[src/sv/mdpt_pkg.sv]
// ----------------------------------------------------------------------------
// mdpt_pkg
// Shared types and constants for the minimum-distance point thinning unit.
// ----------------------------------------------------------------------------
package mdpt_pkg;

    localparam int FIELD_W        = 16;   // width of every coordinate field
    localparam int WINDOW_DEF     = 16;
    localparam int COORD_BITS_DEF = 16;
    localparam int GRP_SIZE       = 16;   // hit flags or-ed per group register

    typedef struct packed {
        logic [FIELD_W-1:0] x_coord;
        logic [FIELD_W-1:0] y_coord;
        logic               first_of_list;
    } t_pt_in;

    typedef struct packed {
        logic keep;
        logic order_error;
        logic window_overflow;
    } t_pt_out;

    // window control broadcast to every cell
    typedef struct packed {
        logic shift;
        logic clear;
    } t_cell_ctl;

    typedef enum logic [2:0] {
        S_IDLE,
        S_GAP,
        S_SQR,
        S_CMP,
        S_GRP,
        S_END
    } t_state;

endpackage

[src/sv/mdpt_cell.sv]
// ----------------------------------------------------------------------------
// mdpt_cell
// One slot of the kept-point window with its own distance test pipeline.
// ----------------------------------------------------------------------------
module mdpt_cell
    import mdpt_pkg::*;
#(
    parameter int CW = 16
) (
    input  logic          i_clk,
    input  logic          i_rst_n,
    input  t_cell_ctl     i_ctl,
    input  logic [CW-1:0] i_px,
    input  logic [CW-1:0] i_py,
    input  logic [CW-1:0] i_dist,
    input  logic [2*CW-1:0] i_dist_sq,
    input  logic [CW-1:0] i_sh_x,
    input  logic [CW-1:0] i_sh_y,
    input  logic          i_sh_valid,
    output logic [CW-1:0] o_kx,
    output logic [CW-1:0] o_ky,
    output logic          o_kvalid,
    output logic          o_xnear,
    output logic          o_hit
);

    localparam int W2 = 2 * CW;

    logic [CW-1:0] r_kx;
    logic [CW-1:0] r_ky;
    logic          r_kv;
    logic          n_kv;

    logic [CW-1:0] n_dx;
    logic [CW-1:0] n_dy;
    logic [CW-1:0] r_dx;
    logic [CW-1:0] r_dy;
    logic          r_xn;
    logic          r_near;
    logic [W2-1:0] r_dx2;
    logic [W2-1:0] r_dy2;
    logic          r_near2;
    logic          r_hit;
    logic [W2:0]   n_sum;

    always_comb begin
        n_kv = r_kv;
        if (i_ctl.clear) begin
            n_kv = 1'b0;
        end else if (i_ctl.shift) begin
            n_kv = i_sh_valid;
        end
    end

    always_ff @(posedge i_clk) begin
        if (!i_rst_n) begin
            r_kv <= 1'b0;
        end else begin
            r_kv <= n_kv;
        end
    end

    always_ff @(posedge i_clk) begin
        if (i_ctl.shift) begin
            r_kx <= i_sh_x;
            r_ky <= i_sh_y;
        end
    end

    assign n_dx  = (r_kx >= i_px) ? (r_kx - i_px) : (i_px - r_kx);
    assign n_dy  = (r_ky >= i_py) ? (r_ky - i_py) : (i_py - r_ky);
    assign n_sum = {1'b0, r_dx2} + {1'b0, r_dy2};

    // gap, square and compare stages run freely off the held point
    always_ff @(posedge i_clk) begin
        r_dx    <= n_dx;
        r_dy    <= n_dy;
        r_xn    <= r_kv && (n_dx <= i_dist);
        r_near  <= r_kv && (n_dx <= i_dist) && (n_dy <= i_dist);
        r_dx2   <= W2'(r_dx) * W2'(r_dx);
        r_dy2   <= W2'(r_dy) * W2'(r_dy);
        r_near2 <= r_near;
        r_hit   <= r_near2 && (n_sum <= {1'b0, i_dist_sq});
    end

    assign o_kx     = r_kx;
    assign o_ky     = r_ky;
    assign o_kvalid = r_kv;
    assign o_xnear  = r_xn;
    assign o_hit    = r_hit;

endmodule

[config.mk]
export PLATFORM = sky130hd
export DESIGN_NAME = mdpt_cell
export DESIGN_NICKNAME = d
export VERILOG_FILES = /design/src/sv/mdpt_pkg.sv /design/src/sv/mdpt_cell.sv
export SDC_FILE = /design/constraint.sdc
export NUM_CORES = 1
export LEC_CHECK = 0
export BUFFER_PORTS_ARGS = -buffer_cell sky130_fd_sc_hd__buf_2
export CAP_MARGIN = 20
export CORE_ASPECT_RATIO = 1.4
export CORE_UTILIZATION = 50
export CTS_CLUSTER_DIAMETER = 60
export DETAILED_ROUTE_END_ITERATION = 7
export PLACE_DENSITY = 0.68
export RECOVER_POWER = 100
export SETUP_SLACK_MARGIN = 0.1
export SLEW_MARGIN = 10
export SYNTH_ARGS = -nofsm -noshare
export SYNTH_HDL_FRONTEND = slang
export SYNTH_SLANG_ARGS = --single-unit
[constraint.sdc]
create_clock -name i_clk -period 12.5 [get_ports i_clk]
set_input_delay 0.625 -clock i_clk [delete_from_list [all_inputs] [get_ports i_clk]]
set_output_delay 0.625 -clock i_clk [all_outputs]
set_load 0.02 [all_outputs]
==> flow_metrics.env, run 1 <==
export IMPL_holdWs_ns=0.329
export IMPL_clockBufferDepth=2
export IMPL_worst_hold_startpoint="r_near"
export IMPL_vias=17500
export IMPL_synth_area_sq_um=23200
export IMPL_hold_buffers=0
export IMPL_r2r_start="r_dx[1]"
export IMPL_clock_skew_final_ns=0.0109
export IMPL_routedLengthMet1_mm=20.9
export IMPL_grt_pass1_wl_mm=88.6
export IMPL_place_congestion=0.945
export IMPL_dieWidth_um=184
export IMPL_grt_ovfl_total=0
export IMPL_cap_violations=2
export IMPL_fill_cells=4238
export IMPL_cts_tree="done"
export IMPL_met2_length_mm=27.8
export IMPL_grt_pass1_vias=19000
export IMPL_synth_warning_count=0
export IMPL_dp_hpwl_mm=45.4
export IMPL_wl_mm=53.3
export IMPL_wl_per_cell_um=16.0
export IMPL_finish_net_count=3504
export IMPL_drive_gt1_frac=0.0652
export IMPL_syn2layout_area_growth_pct=7.91
export IMPL_synth_cells=2586
export IMPL_drc_errors=0
export IMPL_maxSlewViolCount=55
export IMPL_fin_crit_ns=7.02
export IMPL_fmax_mhz=142
export IMPL_cp_start_kind="register"
export IMPL_relSlewSlack=-0.343
export IMPL_cts_resized=0
export IMPL_crit_top_cell="inv_1"
export IMPL_track_usage=0.237
export IMPL_htreeDepth=4
export IMPL_setup_violations=0
export IMPL_wl_met3_mm=2.10
export IMPL_hold_violations=0
export IMPL_slowest_delay_ns=0.82
export IMPL_numPortBuffers=151
export IMPL_timing_final_crit_share=0.562
export IMPL_insertion_delay_ns=0.44
export IMPL_drt_iter0_drc=683
export IMPL_initial_core_util=0.506
export IMPL_ys_seq_area_frac=0.127
export IMPL_status="finished with violations"
export IMPL_post_cts_buffers=0
export IMPL_critPathSlowestCell="dfxtp_1"
export IMPL_crit_start="r_dx[1]"
export IMPL_io_pins=152
export IMPL_arrival_ns=7.39
export IMPL_synth_flop_cell="dfxtp_1"
export IMPL_rsz0062_at_grt="no"
export IMPL_synthArstFlopShare=0
export IMPL_dr_pass1_iters=5
export IMPL_clk_pin_slew_ns=0.06
export IMPL_synth_seq_cells=131
export IMPL_fin_util=0.546
export IMPL_synth_edf_count=32
export IMPL_hold_path_class="register to register"
export IMPL_dieArea_sq_um=47300
export IMPL_clkSinkCount=131
export IMPL_critical_path_class="register to register"
export IMPL_grt_start_max_net_pins=34
export IMPL_worst_pin_slew_ns=2.01
export IMPL_avgSynthCellArea_sq_um=8.97
export IMPL_cts_made_buffers=17
export IMPL_root_buffer="clkbuf_16"
export IMPL_final_antenna_net_count=0
export IMPL_tns_ns=0
export IMPL_synth_nets=3390
export IMPL_die_y_um=257
export IMPL_core_area_sq_um=45800
export IMPL_row_count=93
export IMPL_required_ns=12.87
export IMPL_worst_path_max_fanout=20
export IMPL_antenna_found_initial=4
export IMPL_path_cells="and2_1, inv_1, fa_1, fa_1, inv_1, ha_1, inv_1, fa_1, inv_1, fa_1, inv_1, fa_1, inv_1, ha_1, a21oi_1, nand2_1, o21ai_0, o211ai_1, o311ai_0, a31oi_1, a221o_1, a21oi_1, xnor2_1"
export IMPL_vias_per_cell=5.25
export IMPL_top_layer_used="met5"
export IMPL_critPathCaptureType="register"
export IMPL_synth_cell_types=73
export IMPL_violations="capacitance limit, slew limit"
-- registers in the layout, summed over array words and instances, names as in the netlist --
register,flops
r_dx2,31
r_dy2,31
o_kx,16
o_ky,16
r_dx,16
r_dy,16
o_hit,1
o_kvalid,1
o_xnear,1
r_near,1
r_near2,1
-- routing by layer --
layer,track usage,vias up
met5,0,-
li1,-,8427
met4,0.111,4
met1,0.266,8493
met2,0.438,433
met3,0.0320,134
-- synth_stat cells (5+ instances only) --
cell        n  area [sq um]
o21ai_0    58           290
inv_1     635          2380
a31o_2      6          52.6
and3_1     15          93.8
and2_1     87           544
or2_2       8          50.1
clkbuf_1   52           195
nor4_1      6          37.5
mux2i_1    16           160
nor2_1     93           349
fa_1      328          6570
edfxtp_1   32           961
o31ai_1     7          52.6
nor2b_1    24           150
a21oi_1   111           556
xnor2_1    90           788
mux2_2      5          56.3
o211ai_1    9          67.6
a21boi_0    6          45.0
a21o_1     73           548
o21ai_1     7          35.0
or3_1       6          37.5
dfxtp_1    99          1980
nand4_1    22           138
nor3_1     15          75.1
a31oi_1     9          56.3
o21a_1     26           195
xor2_1     35           307
nand2_1   187           702
nand2b_1   19           119
nand3_1    27           135
o21bai_1   21           158
a211oi_1   19           143
o31a_1      5          43.8
ha_1      359          4490
-- cell usage in the layout, fill, tap and decap left out, types with 8 or more instances in the layout --
master and count:
mux2i_1 16, nor2_1 93, o21ai_0 64, xor2_1 35
nand2b_1 19, clkbuf_16 19, or2_2 8, inv_1 635
a211oi_1 20, a21oi_1 113, fa_1 328, o211ai_1 9
o21a_1 26, nor2b_1 24, and3_1 15, o21bai_1 21
a21o_1 73, nor3_1 15, edfxtp_1 32, dfxtp_1 99
and2_1 85, buf_2 115, clkbuf_1 36, nand4_1 22
ha_1 359, nand2_1 187, nand3_1 27, xnor2_1 90
a31oi_1 10
-- worst paths after layout --
check | endpoint | slack [ns] | depth (start not counted)
worst max-delay path | r_dx2[31] | 5.48 | 23
worst min-delay path | r_near2 | 0.33 | 0
worst max register to register | r_dx2[31] | 5.48 | 23
worst min register to register | r_near2 | 0.33 | 0
-- cells by family after synthesis --
group | count (synthesis) | share of synthesized area
muxes | 21 | 0.00933
DFF | 131 | 0.127
and+or+nand+nor | 526 | 0.111
AOI/OAI and AO/OA | 404 | 0.117
buffers and inverters | 692 | 0.113
xor gates and xnor gates | 125 | 0.0472
adders and majority gates | 687 | 0.477
-- critical path, delay by kind of cell (launching register included) --
| kind | cells | cell delay [ns] |
|---|---|---|
| adders and majority gates | 7 | 2.89 |
| AOI/OAI and AO/OA | 7 | 2.42 |
| DFF | 1 | 0.82 |
| buffers and inverters | 6 | 0.35 |
| and+or+nand+nor | 2 | 0.33 |
| xor gates and xnor gates | 1 | 0.13 |
-- per-stage QoR --
step / std cells / worst slack (ns) / area (sq um)
after global placement: 3298 / 6.01 / 24500
after global routing: 3331 / 5.07 / 25000
final: 3331 / 5.48 / 25000
after floorplan: 2586 / 6.40 / 23200
after CTS: 3330 / 5.85 / 25100
after detailed placement: 3298 / 5.87 / 24500
-- area by class of cell --
class,instances,area [sq um],area share
sequential,131,2940,0.118
antenna,1,2.50,0.0000999
tap,617,772,0.0308
clock inverter,11,113,0.00450
timing repair buffer,152,718,0.0287
multi-input combinational,1763,17600,0.703
clock buffer,21,503,0.0201
inverter,635,2380,0.0952
Power of run 1 is left out: the tool's default activity adds up to more than one toggle a clock period on the data nets, which glitch-free logic cannot reach.
==> run 2, diff against run 1 <==
- ABC_AREA: unset -> 1
- clock period: 12.5 -> 7.2 ns (I/O delays scaled with it)
==> run 2 against run 1 <==
Compared with the run above:
- the run still ends with capacitance limit, slew limit left
- synthesized area rose by 5.2%
- worst setup slack got worse by 4.4 ns
- clock skew rose by 0.0036 ns
- fmax rose by 15%
- final area rose by 4.5%
- via count rose by 13%
- global-route usage rose by 1.8 points
- register-to-register slack got worse by 4.4 ns
- hold slack got worse by 0.24 ns
- wire length rose by 15%
- count of clock-buffer cells in the layout rose by 3
- critical path type unchanged
==> flow_metrics.env, run 2 <==
export IMPL_final_cell_mix="inv_1, nand2_1, ha_1, fa_1, a21oi_1"
export IMPL_finish_net_count=4034
export IMPL_crit_start="r_dx[3]"
export IMPL_wl_per_cell_um=15.8
export IMPL_relSlewSlack=-0.213
export IMPL_die_y_um=263
export IMPL_synth_area_sq_um=24400
export IMPL_ys_seq_area_frac=0.121
export IMPL_synth_seq_cells=131
export IMPL_violations="capacitance limit, slew limit"
export IMPL_synth_largest_area_cell="fa_1"
export IMPL_fill_cells=4533
export IMPL_wl_mm=61.1
export IMPL_root_buffer="clkbuf_16"
export IMPL_numPortBuffers=151
export IMPL_crit_top_cell="fa_1"
export IMPL_dieArea_sq_um=49700
export IMPL_worst_path_max_fanout=16
export IMPL_dr_pass1_iters=5
export IMPL_final_cell_count_no_fill=3873
export IMPL_rsz0062_at_grt="no"
export IMPL_dieWidth_um=189
export IMPL_arrival_ns=6.40
export IMPL_synth_edf_count=32
export IMPL_clockBufferDepth=2
export IMPL_netlist_area_leader_share=0.269
export IMPL_slowest_delay_ns=0.91
export IMPL_ys_top_cells_by_area="fa_1, ha_1, inv_1"
export IMPL_status="finished with violations"
export IMPL_io_pins=152
export IMPL_core_area_sq_um=48100
export IMPL_grt_pass1_wl_mm=101
export IMPL_synth_cells=3132
export IMPL_fin_crit_ns=6.08
export IMPL_dp_hpwl_mm=52.9
export IMPL_path_cells="nand2_1, fa_1, fa_1, inv_1, fa_1, fa_1, fa_1, inv_1, fa_1, inv_1, ha_1, a21oi_1, o21ai_0, o21bai_1, a21oi_1, inv_1, nor2_1, o21bai_1, xor2_1"
export IMPL_hold_violations=0
export IMPL_critPathSlowestCell="dfxtp_1"
export IMPL_track_usage=0.255
export IMPL_syn2layout_area_growth_pct=7.15
export IMPL_clkSinkCount=131
export IMPL_timing_critical_path_buf_inv=4
export IMPL_final_antenna_net_count=0
export IMPL_synth_flop_cell="dfxtp_1"
export IMPL_initial_core_util=0.507
export IMPL_vias=19800
export IMPL_placed_cells_incl_taps=3841
export IMPL_grt_ovfl_total=0
export IMPL_yosysMostFrequentCell="inv_1"
export IMPL_synth_cell_types=51
export IMPL_hold_buffers=0
export IMPL_synth_nets=3936
export IMPL_synth_warning_count=0
export IMPL_cts_resized=0
export IMPL_worst_pin_slew_ns=1.82
export IMPL_rr_endpoint="r_dx2[25]"
export IMPL_clock_skew_final_ns=0.0145
export IMPL_cp_top_family="adder cells"
export IMPL_post_cts_buffers=0
export IMPL_cp_start_kind="register"
export IMPL_synth_common_cells="inv_1, nand2_1, ha_1"
export IMPL_setup_violations=0
export IMPL_cts_made_buffers=17
export IMPL_cp_num_cells=19
export IMPL_final_common_cell="inv_1"
export IMPL_grt_pass1_vias=21700
export IMPL_reg_top3="r_dx2: 31 flops, r_dy2: 31 flops"
export IMPL_r2r_cells=19
export IMPL_required_ns=7.51
export IMPL_vias_per_cell=5.11
export IMPL_clk_pin_slew_ns=0.06
export IMPL_htreeDepth=4
export IMPL_r2r_start="r_dx[3]"
export IMPL_drive_gt1_frac=0.0506
export IMPL_place_congestion=0.951
export IMPL_row_count=95
export IMPL_tns_ns=0
export IMPL_critical_path_class="register to register"
export IMPL_cts_tree="done"
export IMPL_maxSlewViolCount=34
export IMPL_insertion_delay_ns=0.44
export IMPL_reg2reg_slack_ns=1.12
export IMPL_timing_final_crit_share=0.845
export IMPL_fmax_mhz=164
export IMPL_synthArstFlopShare=0
export IMPL_hold_path_class="input pin to register"
export IMPL_critical_path_endpoint="r_dx2[25]"
export IMPL_drt_iter0_drc=900
export IMPL_critPathCaptureType="register"
export IMPL_grt_start_max_net_pins=34
export IMPL_antenna_found_initial=0
export IMPL_drc_errors=0
export IMPL_cap_violations=1
export IMPL_avgSynthCellArea_sq_um=7.80
export IMPL_antennaDiodeCount=0
run 2: cell types whose count changed after synthesis, sizes merged, moves of 35 or more:
cell   previous run  this run
nor2             93       134
a21o             74        29
o21ai            65       104
xor2             35        82
a21oi           114       190
xnor2            90        48
inv             635       852
nand2           187       602
and2             87         0
nand3            27        62
run 2: logic make-up (layout without fill, tap and decap cells):
kind of cell | count (synthesis) | after routing | share of synthesized area
buffers and inverters | 926 | 1037 | 0.144
and+or+nand+nor | 862 | 862 | 0.143
adders and majority gates | 687 | 687 | 0.453
AOI/OAI and AO/OA | 395 | 395 | 0.0921
DFF | 131 | 131 | 0.121
xor gates and xnor gates | 130 | 130 | 0.0466
muxes | 1 | 1 | 0.000410
run 2: area by class of cell:
cell class | instances | area (sq um) | area share
clock inverters | 8 | 75.1 | 0.00287
clock buffers | 24 | 507 | 0.0194
well taps | 630 | 788 | 0.0301
repair buffers | 153 | 722 | 0.0276
multi-input cells | 2075 | 17900 | 0.685
inverters | 852 | 3200 | 0.122
flip-flops and latches | 131 | 2940 | 0.112
run 2: metal layers:
| metal | GRT usage | vias up | wire length (um) |
|---|---|---|---|
| li1 | - | 9688 | - |
| met1 | 0.271 | 9409 | 23200 |
| met2 | 0.497 | 554 | 33000 |
| met3 | 0.0269 | 145 | 2370 |
| met4 | 0.114 | 0 | 2560 |
| met5 | 0 | - | 0 |
run 2: worst min path at each step:
stage | startpoint | end | cells after the start
CTS | i_ctl[0] | o_kvalid | 2
floorplan | r_near | r_near2 | 0
global route | i_sh_x[4] | o_kx[4] | 1
finish | i_sh_x[12] | o_kx[12] | 1
detailed placement | r_near | r_near2 | 0
global placement | r_near | r_near2 | 0
run 2: metrics by stage:
stage          setup WS [ns]  hold slack (ns)   util  cell area (sq um)
2_1_floorplan           1.72            0.310      -              24400
6_report                1.12           0.0934  0.544              26200
4_1_cts                 1.09           0.0646  0.545              26200
3_5_place_dp            1.11            0.313  0.533              25700
5_1_grt                0.731           0.0693  0.544              26200
3_3_place_gp            1.18            0.313  0.533              25700
Power of run 2 is left out for the same reason.
==> run 3, diff against run 2 <==
- PLACE_DENSITY: 0.68 -> 0.7
- clock period: 7.2 -> 5.3 ns (I/O delays scaled with it)
==> run 3 against run 2 <==
Compared with the run above:
- the run still ends with capacitance limit, slew limit left
- final area rose by 14%
- flip-flop and latch count did not move
- global-route usage fell by 0.87 points
- via count rose by 5.2%
- hold slack improved by 0.0049 ns
- register-to-register slack got worse by 1.1 ns
- critical path depth rose by 4
- largest cell class unchanged
==> flow_metrics.env, run 3 (same netlist as run 2, synthesis figures left out) <==
export IMPL_root_buffer="clkbuf_16"
export IMPL_arrival_ns=5.65
export IMPL_htreeDepth=4
export IMPL_worst_pin_slew_ns=1.79
export IMPL_dieWidth_um=189
export IMPL_antennaDiodeCount=0
export IMPL_maxSlewViolCount=34
export IMPL_die_y_um=263
export IMPL_grt_start_max_net_pins=34
export IMPL_tns_ns=0
export IMPL_reg_top3="r_dx2: 31 flops, r_dy2: 31 flops"
export IMPL_violations="capacitance limit, slew limit"
export IMPL_numPortBuffers=151
export IMPL_dr_pass1_iters=7
export IMPL_place_congestion=0.944
export IMPL_vias=20800
export IMPL_clockBufferDepth=2
export IMPL_clock_skew_final_ns=0.0169
export IMPL_finish_net_count=4291
export IMPL_clkSinkCount=131
export IMPL_initial_core_util=0.507
export IMPL_reg2reg_slack_ns=0.03
export IMPL_cp_start_kind="register"
export IMPL_dieArea_sq_um=49700
export IMPL_vias_per_cell=5.04
export IMPL_grt_ovfl_total=0
export IMPL_seq_area_sq_um=3040
export IMPL_critPathCaptureType="register"
export IMPL_wl_per_cell_um=14.9
export IMPL_row_count=95
export IMPL_cap_violations=1
export IMPL_holdWs_ns=0.0983
export IMPL_hold_violations=0
export IMPL_hold_path_class="input pin to register"
export IMPL_relSlewSlack=-0.192
export IMPL_required_ns=5.67
export IMPL_r2r_start="r_dx[6]"
export IMPL_r2r_cells=23
export IMPL_final_antenna_net_count=0
export IMPL_syn2layout_area_growth_pct=21.7
export IMPL_insertion_delay_ns=0.46
export IMPL_drc_errors=0
export IMPL_dp_hpwl_mm=50.0
export IMPL_clk_pin_slew_ns=0.06
export IMPL_io_pins=152
export IMPL_fill_cells=4052
export IMPL_grt_pass1_wl_mm=99.3
export IMPL_drive_gt1_frac=0.191
export IMPL_track_usage=0.247
export IMPL_fin_crit_ns=5.27
export IMPL_cts_tree="done"
export IMPL_final_cell_mix="inv_1, nand2_1, ha_1, fa_1, buf_4"
export IMPL_grt_pass1_vias=22000
export IMPL_final_common_cell="inv_1"
export IMPL_critical_path_class="register to register"
export IMPL_drt_iter0_drc=774
export IMPL_setup_violations=0
export IMPL_cts_made_buffers=17
export IMPL_core_area_sq_um=48100
export IMPL_status="finished with violations"
export IMPL_wl_mm=61.6
export IMPL_multiInputGateArea_sq_um=19200
export IMPL_rr_endpoint="r_dx2[31]"
export IMPL_timing_final_crit_share=0.995
export IMPL_hold_path_end="o_kvalid"
export IMPL_fmax_mhz=190
export IMPL_worst_path_max_fanout=11
export IMPL_worst_hold_startpoint="i_rst_n"
export IMPL_holdPathStages=2
export IMPL_antenna_found_initial=0
export IMPL_rsz0062_at_grt="yes"
[run 3: changes by cell type in the layout (fill, tap and decap cells not counted), sizes merged]
cell and change:
buf +222, dlygate4sd3 +33, inv +9, clkbuf -5, clkinv -3, clkinvlp +1
[run 3: worst max-delay path: stages (launching register included)]
cell	delay, ns
dfxtp_2	0.33
buf_12	0.14
nand2_2	0.08
inv_2	0.04
fa_1	0.52
inv_1	0.05
fa_1	0.49
inv_1	0.05
fa_1	0.46
fa_1	0.51
fa_1	0.51
inv_1	0.05
fa_1	0.54
inv_2	0.06
ha_4	0.32
nand2_2	0.08
inv_1	0.06
nand2_1	0.08
nor2_2	0.12
nand4_1	0.16
nand3_2	0.17
nand2_2	0.07
a21oi_2	0.15
xnor2_1	0.13
[run 3: how the worst max path moves through the flow]
stage              from        end  slack (ns)  cells past startpoint
6_report        r_dx[6]  r_dx2[31]        0.03                     23
5_1_grt        r_dx[13]  r_dx2[28]       -0.22                     22
4_1_cts         r_dx[7]  r_dx2[25]        0.09                     23
3_5_place_dp   r_dx[13]  r_dx2[25]       -0.30                     19
3_3_place_gp   r_dx[13]  r_dx2[25]       -0.28                     19
2_1_floorplan   r_dy[8]  r_dy2[29]        0.10                     24
[run 3: metrics by stage]
stage	utilization	cells	setup slack [ns]	cell area, sq um
after global routing	0.617	4130	-0.222	29700
after detailed placement	0.561	4009	-0.300	27000
after global placement	0.561	4009	-0.281	27000
final	0.617	4130	0.0259	29700
after CTS	0.590	4091	0.0944	28400
after floorplan	-	3132	0.102	24600
[run 3: timing repair]
item	4_1_cts	5_1_grt
buffers inserted	17	40
hold buffers	33	0
resized for setup	104	291
cloned	0	1
hold endpoints to repair	33	0
pin swaps	33	130
setup endpoints to repair	38	40
[run 3: layout make-up]
class | count | share of cell area
clock inverters | 15 | 0.00552
inverters | 852 | 0.108
multi-input cells | 2075 | 0.645
flip-flops and latches | 131 | 0.102
well taps | 630 | 0.0265
repair buffers | 410 | 0.0987
clock buffers | 17 | 0.0143
[run 3: per-layer routing]
layer  track usage  up-vias  wire, um
li1              -    10200         -
met1         0.265     9905     23700
met2         0.479      535     33100
met3        0.0285      171      2130
met4         0.100        0      2700
met5             0        -         0
Power of run 3 is left out for the same reason.
